## src/sv/mav_pkg.sv

```systemverilog
// Shared types, constants and AES helper functions for the Milenage unit.
package mav_pkg;

  // Configuration register indexes
  localparam logic [2:0] REG_KEY_HI  = 3'd0;
  localparam logic [2:0] REG_KEY_LO  = 3'd1;
  localparam logic [2:0] REG_OP_HI   = 3'd2;
  localparam logic [2:0] REG_OP_LO   = 3'd3;
  localparam logic [2:0] REG_OP_MODE = 3'd4;

  // Request types
  localparam logic REQ_GENERATE = 1'b0;
  localparam logic REQ_VERIFY   = 1'b1;

  // Status codes
  localparam logic STAT_OK       = 1'b0;
  localparam logic STAT_MISMATCH = 1'b1;

  // Output block constants c2..c4 (c1 is zero), xored into the last byte
  localparam logic [127:0] C_OUT2 = 128'd1;
  localparam logic [127:0] C_OUT3 = 128'd2;
  localparam logic [127:0] C_OUT4 = 128'd4;

  localparam int unsigned AES_ROUNDS = 10;

  typedef struct packed {
    logic         req_type;
    logic [127:0] rand_val;
    logic [47:0]  sqn;
    logic [15:0]  amf;
    logic [63:0]  mac;
  } req_t;

  typedef struct packed {
    logic [127:0] key;
    logic [127:0] op;
    logic         op_mode;
  } cfg_t;

  typedef struct packed {
    logic         status;
    logic [63:0]  mac_a;
    logic [47:0]  anon_key;
    logic [63:0]  response;
    logic [127:0] cipher_key;
    logic [127:0] integrity_key;
    logic [47:0]  sqn_out;
  } res_t;

  localparam logic [7:0] SBOX [0:255] = '{
    8'h63,8'h7c,8'h77,8'h7b,8'hf2,8'h6b,8'h6f,8'hc5,8'h30,8'h01,8'h67,8'h2b,8'hfe,8'hd7,8'hab,8'h76,
    8'hca,8'h82,8'hc9,8'h7d,8'hfa,8'h59,8'h47,8'hf0,8'had,8'hd4,8'ha2,8'haf,8'h9c,8'ha4,8'h72,8'hc0,
    8'hb7,8'hfd,8'h93,8'h26,8'h36,8'h3f,8'hf7,8'hcc,8'h34,8'ha5,8'he5,8'hf1,8'h71,8'hd8,8'h31,8'h15,
    8'h04,8'hc7,8'h23,8'hc3,8'h18,8'h96,8'h05,8'h9a,8'h07,8'h12,8'h80,8'he2,8'heb,8'h27,8'hb2,8'h75,
    8'h09,8'h83,8'h2c,8'h1a,8'h1b,8'h6e,8'h5a,8'ha0,8'h52,8'h3b,8'hd6,8'hb3,8'h29,8'he3,8'h2f,8'h84,
    8'h53,8'hd1,8'h00,8'hed,8'h20,8'hfc,8'hb1,8'h5b,8'h6a,8'hcb,8'hbe,8'h39,8'h4a,8'h4c,8'h58,8'hcf,
    8'hd0,8'hef,8'haa,8'hfb,8'h43,8'h4d,8'h33,8'h85,8'h45,8'hf9,8'h02,8'h7f,8'h50,8'h3c,8'h9f,8'ha8,
    8'h51,8'ha3,8'h40,8'h8f,8'h92,8'h9d,8'h38,8'hf5,8'hbc,8'hb6,8'hda,8'h21,8'h10,8'hff,8'hf3,8'hd2,
    8'hcd,8'h0c,8'h13,8'hec,8'h5f,8'h97,8'h44,8'h17,8'hc4,8'ha7,8'h7e,8'h3d,8'h64,8'h5d,8'h19,8'h73,
    8'h60,8'h81,8'h4f,8'hdc,8'h22,8'h2a,8'h90,8'h88,8'h46,8'hee,8'hb8,8'h14,8'hde,8'h5e,8'h0b,8'hdb,
    8'he0,8'h32,8'h3a,8'h0a,8'h49,8'h06,8'h24,8'h5c,8'hc2,8'hd3,8'hac,8'h62,8'h91,8'h95,8'he4,8'h79,
    8'he7,8'hc8,8'h37,8'h6d,8'h8d,8'hd5,8'h4e,8'ha9,8'h6c,8'h56,8'hf4,8'hea,8'h65,8'h7a,8'hae,8'h08,
    8'hba,8'h78,8'h25,8'h2e,8'h1c,8'ha6,8'hb4,8'hc6,8'he8,8'hdd,8'h74,8'h1f,8'h4b,8'hbd,8'h8b,8'h8a,
    8'h70,8'h3e,8'hb5,8'h66,8'h48,8'h03,8'hf6,8'h0e,8'h61,8'h35,8'h57,8'hb9,8'h86,8'hc1,8'h1d,8'h9e,
    8'he1,8'hf8,8'h98,8'h11,8'h69,8'hd9,8'h8e,8'h94,8'h9b,8'h1e,8'h87,8'he9,8'hce,8'h55,8'h28,8'hdf,
    8'h8c,8'ha1,8'h89,8'h0d,8'hbf,8'he6,8'h42,8'h68,8'h41,8'h99,8'h2d,8'h0f,8'hb0,8'h54,8'hbb,8'h16
  };

  // Multiply by x in GF(2^8)
  function automatic logic [7:0] xt(input logic [7:0] x);
    return {x[6:0], 1'b0} ^ (x[7] ? 8'h1b : 8'h00);
  endfunction

  // One key schedule step: next round key from the current one
  function automatic logic [127:0] key_step(input logic [127:0] rk, input logic [7:0] rc);
    logic [31:0] w0, w1, w2, w3, t, n0, n1, n2, n3;
    w0 = rk[127:96];
    w1 = rk[95:64];
    w2 = rk[63:32];
    w3 = rk[31:0];
    t  = {SBOX[w3[23:16]] ^ rc, SBOX[w3[15:8]], SBOX[w3[7:0]], SBOX[w3[31:24]]};
    n0 = w0 ^ t;
    n1 = w1 ^ n0;
    n2 = w2 ^ n1;
    n3 = w3 ^ n2;
    return {n0, n1, n2, n3};
  endfunction

  // SubBytes, ShiftRows and (unless last) MixColumns; byte 0 is the top byte
  function automatic logic [127:0] aes_round(input logic [127:0] s, input logic last);
    logic [7:0]   u [0:15];
    logic [7:0]   a0, a1, a2, a3, t;
    logic [127:0] r;
    r = '0;
    for (int c = 0; c < 4; c++) begin
      for (int k = 0; k < 4; k++) begin
        u[c*4+k] = SBOX[s[127 - 8*(((c+k) % 4)*4 + k) -: 8]];
      end
    end
    if (!last) begin
      for (int c = 0; c < 4; c++) begin
        a0 = u[c*4];
        a1 = u[c*4+1];
        a2 = u[c*4+2];
        a3 = u[c*4+3];
        t  = a0 ^ a1 ^ a2 ^ a3;
        u[c*4]   = a0 ^ t ^ xt(a0 ^ a1);
        u[c*4+1] = a1 ^ t ^ xt(a1 ^ a2);
        u[c*4+2] = a2 ^ t ^ xt(a2 ^ a3);
        u[c*4+3] = a3 ^ t ^ xt(a3 ^ a0);
      end
    end
    for (int i = 0; i < 16; i++) begin
      r[127 - 8*i -: 8] = u[i];
    end
    return r;
  endfunction

endpackage

```

## src/sv/mav_front.sv

```systemverilog
// Request intake: accepts words and holds them in a two-entry queue.
module mav_front (
  input  logic          clk,
  input  logic          rst_n,
  input  logic          in_valid,
  output logic          in_ready,
  input  mav_pkg::req_t in_req,
  output logic          q_valid,
  input  logic          q_pop,
  output mav_pkg::req_t q_req
);
  import mav_pkg::*;

  req_t       mem_r [0:1];
  logic       wr_ptr_r, rd_ptr_r;
  logic [1:0] count_r;
  logic       push;

  assign in_ready = (count_r != 2'd2);
  assign push     = in_valid && in_ready;
  assign q_valid  = (count_r != 2'd0);
  assign q_req    = mem_r[rd_ptr_r];

  // Queue storage
  always_ff @(posedge clk) begin
    if (push) begin
      mem_r[wr_ptr_r] <= in_req;
    end
  end

  // Pointers and fill count
  always_ff @(posedge clk) begin
    if (!rst_n) begin
      wr_ptr_r <= 1'b0;
      rd_ptr_r <= 1'b0;
      count_r  <= 2'd0;
    end else begin
      if (push) wr_ptr_r <= ~wr_ptr_r;
      if (q_pop) rd_ptr_r <= ~rd_ptr_r;
      count_r <= count_r + {1'b0, push} - {1'b0, q_pop};
    end
  end

  a_no_overfill: assert property (@(posedge clk) disable iff (!rst_n)
    count_r != 2'd3) else $error("queue count out of range");
  a_no_pop_empty: assert property (@(posedge clk) disable iff (!rst_n)
    q_pop |-> count_r != 2'd0) else $error("pop from empty queue");
  a_ptr_track: assert property (@(posedge clk) disable iff (!rst_n)
    (count_r == 2'd0 || count_r == 2'd2) |-> wr_ptr_r == rd_ptr_r)
    else $error("queue pointers out of step");

endmodule

```

## config.mk

```make
export PLATFORM = sky130hd
export DESIGN_NAME = mav_front
export DESIGN_NICKNAME = d
export VERILOG_FILES = /design/src/sv/mav_pkg.sv /design/src/sv/mav_front.sv
export SDC_FILE = /design/constraint.sdc
export NUM_CORES = 1
export LEC_CHECK = 0
export BUFFER_PORTS_ARGS = -buffer_cell sky130_fd_sc_hd__buf_2
export CELL_PAD_IN_SITES_DETAIL_PLACEMENT = 0
export CELL_PAD_IN_SITES_GLOBAL_PLACEMENT = 2
export CORE_MARGIN = 1.5
export CORE_UTILIZATION = 39
export DETAILED_ROUTE_END_ITERATION = 12
export HOLD_SLACK_MARGIN = 0.05
export PLACE_DENSITY = 0.75
export SETUP_SLACK_MARGIN = 0.4
export SKIP_CTS_REPAIR_TIMING = 1
export SLEW_MARGIN = 20
export SYNTH_ARGS = -nofsm -noshare
export SYNTH_HDL_FRONTEND = slang
export SYNTH_SLANG_ARGS = --single-unit
```

## constraint.sdc

```tcl
create_clock -name clk -period 8.7 [get_ports clk]
set_clock_uncertainty 0.1 [all_clocks]
set_input_delay 0.87 -clock clk [delete_from_list [all_inputs] [get_ports clk]]
set_output_delay 0.87 -clock clk [all_outputs]
set_load 0.05 [all_outputs]
```

==> impl_metrics.tcl, run 1 <==
set metrics [dict create \
    synth_edf_count 514 \
    tns_ns 0 \
    cp_slowest_cell "buf_12" \
    syn2layout_area_growth_pct 24.4 \
    clock_path_buffers 3 \
    cts_buffers 53 \
    worst_setup_hold_path_clk_slew_ns 0.06 \
    globalRouteOverflowTotal 0 \
    grt_setup_unrepaired "no" \
    synth-seq-cells 519 \
    cap_viol_max_count 0 \
    ys_top_cells_by_area "edfxtp_1, mux2_4, mux2_2" \
    dr.pass1.iters 4 \
    antenna_found_initial 9 \
    use_met2_pct 25.9 \
    grt_use_total_pct 15.5 \
    root_buffer "clkbuf_16" \
    cp-end-kind "primary output" \
    die_x_um 228 \
    num_rows 82 \
    nets 1643 \
    core_area_mm2 0.0502 \
    met3_usage_pct 5.81 \
    grt_pass1_vias 10020 \
    arrival_ns 2.74 \
    crit_path_cell_trace "buf_12, mux2_4, buf_2" \
    setup_viol 0 \
    start_util_pct 39.5 \
    crit_family "buffers and inverters" \
    layout-drive-gt1-share_pct 60.3 \
    worst_pin_slew_ns 1.12 \
    die-area_mm2 0.0522 \
    finalMaxSlewViolations 0 \
    cp-start-kind "register" \
    grt_util_met1_pct 18.6 \
    worstSkewPairLatency_ns 0.56 \
    hold_viol_final 0 \
    grt_pass1_wl_mm 61.2 \
    required_ns 7.73 \
    status "finished clean" \
    h-tree-depth 2 \
    leakagePower_nw 9.62 \
    synth-seq-area-share_pct 78.4 \
    hp-class "in -> reg" \
    drt-initial-drc-count 527 \
    min_period_over_period_pct 42.6 \
    hold_ws_ns 0.379 \
    vias 9665 \
    slowest_delay_ns 0.72 \
    cts.sinks 519 \
    netlist_area_mm2 0.0198 \
    grt_max_degree 174 \
    syn_inst 828 \
    cp_max_fo 131 \
    finish.utilization_pct 49.1 \
    yosys.area.top_type "edfxtp_1" \
    via_per_inst 4.60 \
    drc 0 \
    criticalPathCategory "reg -> out" \
    postRouteWirelength_mm 41.2 \
    synthFlopType "edfxtp_1" \
    dp_hpwl_mm 27.5 \
    io_pins 520 \
    ir_drop_uv 199 \
    synth_nets 1090 \
    gp_congestion 0.735 \
    postSynthAreaPerCell_um2 23.9 \
    fmax_ghz 0.270 \
    die_height_um 228 \
    top_usage_layer "met2" \
    critPathBufInv 2 \
    slew_headroom_pct 25.3 \
    route.antenna.remaining_nets 0 \
    async_flop_share_pct 0 \
    synth.distinct_cells 26 \
    io_buffers 519 \
    synth_top_area_share_pct 77.9 \
    wl_per_cell_um 19.6 \
    cts_tree "yes" \
    p_per_area_mw_per_mm2 265 \
    min_period_ns 3.71 \
    ys_warn_count 0 \
]
[report_power, final]
part | switching, mW | internal, mW | leakage [nW]
registers | 0.0524 | 3.00 | 4.84
logic | 0.936 | 0.409 | 4.00
clock network | 0.889 | 1.24 | 0.776
[worst register-to-register path: stages, from the launching register on]
cell	delay, ns
dfxtp_1	0.40
nand2b_1	0.24
nand3b_1	0.22
inv_8	0.47
buf_12	0.46
buf_16	0.50
[Yosys cell counts (all sizes together) (2+ instances only)]
library cell  instances
mux2                257
buf                  29
nand2                 2
a21boi                2
dfxtp                 5
inv                   2
edfxtp              514
and2                  3
nand3b                2
[cells in the final DEF, fill, tap and decap left out, types with 2 or more instances in the layout]
cell        count
clkinvlp_4      3
dfxtp_1         4
bufinv_16       4
edfxtp_1      514
clkinv_1       12
and2_1          3
clkbuf_16      53
clkinv_2        7
diode_2         6
buf_4           4
clkbuf_1       17
buf_12          2
nand3b_1        2
nand2_1         2
mux2_2         27
mux2_4        230
buf_2         519
[flip-flops by register name (all words and copies together), names as in the netlist, named ones only]
name	flops
wr_ptr_r	1
mem_r	514
count_r	2
rd_ptr_r	1
[final cells by class]
cell class	instances	area [um^2]
fill	4222	25500
sequential	519	15500
tap	672	841
inverter	2	15.0
clock inverter	26	223
multi-input combinational	278	3920
antenna	6	15.0
clock buffer	70	1390
timing repair buffer	527	2710
[stage by stage]
stage / instances / total power [mW] / instance area, um^2 / setup slack [ns]
after global placement: 1997 / 4.45 / 23000 / 5.32
after CTS: 2093 / 6.61 / 24600 / 4.84
after floorplan: 828 / 4.21 / 19800 / 1.05
after global routing: 2098 / 6.75 / 24600 / 4.85
after detailed placement: 1997 / 4.46 / 23000 / 5.28
final: 2100 / 6.52 / 24600 / 4.99
[final timing paths]
check,from,endpoint,slack (ns),depth (start not counted)
setup / recovery,register,q_req[104],4.99,3
hold / removal,in_req[247],mem_r[1][247]$_DFFE_PP_,0.38,1
setup reg to reg,count_r[0]$_SDFF_PN0_,mem_r[0][153]$_DFFE_PP_,5.68,5
hold reg to reg,rd_ptr_r$_SDFFE_PN0P_,register,0.47,2
[metal layers]
layer	up-vias	wire length, um
met3	72	3590
met2	348	20600
met1	4817	16100
met4	8	885
li1	4420	-
met5	-	57
[cell families (layout without fill, tap and decap cells)]
logic type      count (synthesis)  count (layout)  synth area share [%]
simple gates                   12              12                 0.372
buf+inv                        31             625                  1.87
fa+ha+maj                       1               1                0.0631
compound gates                  5               5                 0.227
other cells                     0               6                     0
mux                           258             258                  19.0
xor+xnor                        2               2                0.0884
flops                         519             519                  78.4
(Power assumes the default switching activity.)
==> run 2: changes to the inputs <==
- clock period: 8.7 -> 3.85 ns (I/O delays scaled with it)
==> impl_metrics.tcl, run 2 (synthesis results as in run 1) <==
set metrics [dict create \
    h-tree-depth 2 \
    arrival_ns 2.51 \
    io_pins 520 \
    crit_path_cell_trace "buf_4, mux2_2, buf_2" \
    hp-class "in -> reg" \
    route.antenna.remaining_nets 0 \
    slowest_delay_ns 0.89 \
    cp-end-kind "primary output" \
    clock_path_buffers 3 \
    ir_drop_uv 504 \
    status "finished clean" \
    final_cell_mix "buf_2, edfxtp_1, dlygate4sd3_1, mux2_4, clkbuf_16" \
    cts_tree "yes" \
    grt_setup_unrepaired "no" \
    nets 1922 \
    top_register "mem_r" \
    worst_setup_hold_path_clk_slew_ns 0.06 \
    p_per_area_mw_per_mm2 558 \
    fmax_ghz 0.333 \
    antenna_found_initial 4 \
    grt_pass1_wl_mm 61.6 \
    worst_slack_ns 0.850 \
    start_util_pct 39.5 \
    place_ws_ns 1.42 \
    grt_use_total_pct 15.6 \
    globalRouteOverflowTotal 0 \
    required_ns 3.37 \
    cap_viol_max_count 0 \
    grt_pass1_vias 10268 \
    criticalPathCategory "reg -> out" \
    setup_viol 0 \
    worstSkewPairLatency_ns 0.59 \
    tns_ns 0 \
    die_x_um 228 \
    largest_reg_flops 514 \
    instances_no_fill 2380 \
    cts.sinks 519 \
    grt_max_degree 96 \
    leakagePower_nw 10.9 \
    dr.pass1.iters 6 \
    drt-initial-drc-count 434 \
    cp_slowest_cell "dfxtp_4" \
    die-area_mm2 0.0522 \
    gp_congestion 0.754 \
    syn2layout_area_growth_pct 39.5 \
    place_inst 2018 \
    finish.utilization_pct 55.1 \
    cts_buffers 54 \
    via_per_inst 4.49 \
    vias 10681 \
    layout-drive-gt1-share_pct 52.5 \
    cp-start-kind "register" \
    reg_top3 "mem_r x514, count_r x2" \
    root_buffer "clkbuf_16" \
    final_area_mm2 0.0277 \
    reg2reg_depth 3 \
    worst_pin_slew_ns 0.844 \
    num_rows 82 \
    min_period_ns 3.00 \
    wl_per_cell_um 18.5 \
    postRouteWirelength_mm 44.0 \
    die_height_um 228 \
    dp_hpwl_mm 29.1 \
    core_area_mm2 0.0502 \
    final_common_cell "buf_2" \
    place_area_mm2 0.0233 \
    cp_max_fo 40 \
    finalMaxSlewViolations 0 \
    min_period_over_period_pct 77.9 \
    hold_viol_final 0 \
    drc 0 \
    worstHoldPathCells 3 \
    slew_headroom_pct 43.8 \
    io_buffers 519 \
    fillCellCount 3948 \
]
## run 2: cell count changes in the layout (fill, tap and decap cells not counted), moves of 3 or more
cell	change
clkbuf_1	-9
buf_12	+10
diode_2	-3
dlygate4sd3_1	+258
buf_4	+12
clkbuf_16	+4
clkinv_2	+7
## run 2: worst paths after layout
kind                               from                      to  slack [ns]
setup / recovery               register               q_req[15]        0.85
hold / removal                    q_pop                register        0.09
setup reg to reg  count_r[0]$_SDFF_PN0_  mem_r[1][42]$_DFFE_PP_        1.72
hold reg to reg   rd_ptr_r$_SDFFE_PN0P_                register        0.47
## run 2: metrics by stage
stage,total power [mW],hold slack [ns]
finish,15.4,0.0905
floorplan,9.45,0.384
global placement,10.1,0.458
global route,15.9,0.0751
detailed placement,10.1,0.462
CTS,15.4,-0.160
## run 2: layer usage
metal / track usage (%) / vias to the layer above / share of wire, %
met1: 18.0 / 5282 / 40
met2: 26.6 / 341 / 51
met3: 5.90 / 66 / 7.2
li1: - / 4990 / -
met4: 5.17 / 2 / 2.1
met5: 0 / - / 0.030
## run 2: final cells by class
type,instances,area (um^2),share of cell area (%)
tap,672,841,3.04
clock inverter,36,335,1.21
sequential,519,15500,56.2
antenna,3,7.51,0.0271
timing repair buffer,805,5540,20.0
multi-input combinational,278,3930,14.2
inverter,2,11.3,0.0407
clock buffer,65,1460,5.27
## run 2: critical path: cells and delay by family, from the launching register on
| kind | cells | cell delay [ns] |
|---|---|---|
| buffers and inverters | 2 | 0.64 |
| multiplexers | 1 | 0.38 |
| flip-flops | 1 | 0.89 |
## run 2: power by group
part	leakage, nW	internal, mW	switching, mW
Combinational	5.21	1.14	2.17
Sequential	4.84	6.77	0.134
Clock	0.884	3.09	2.11
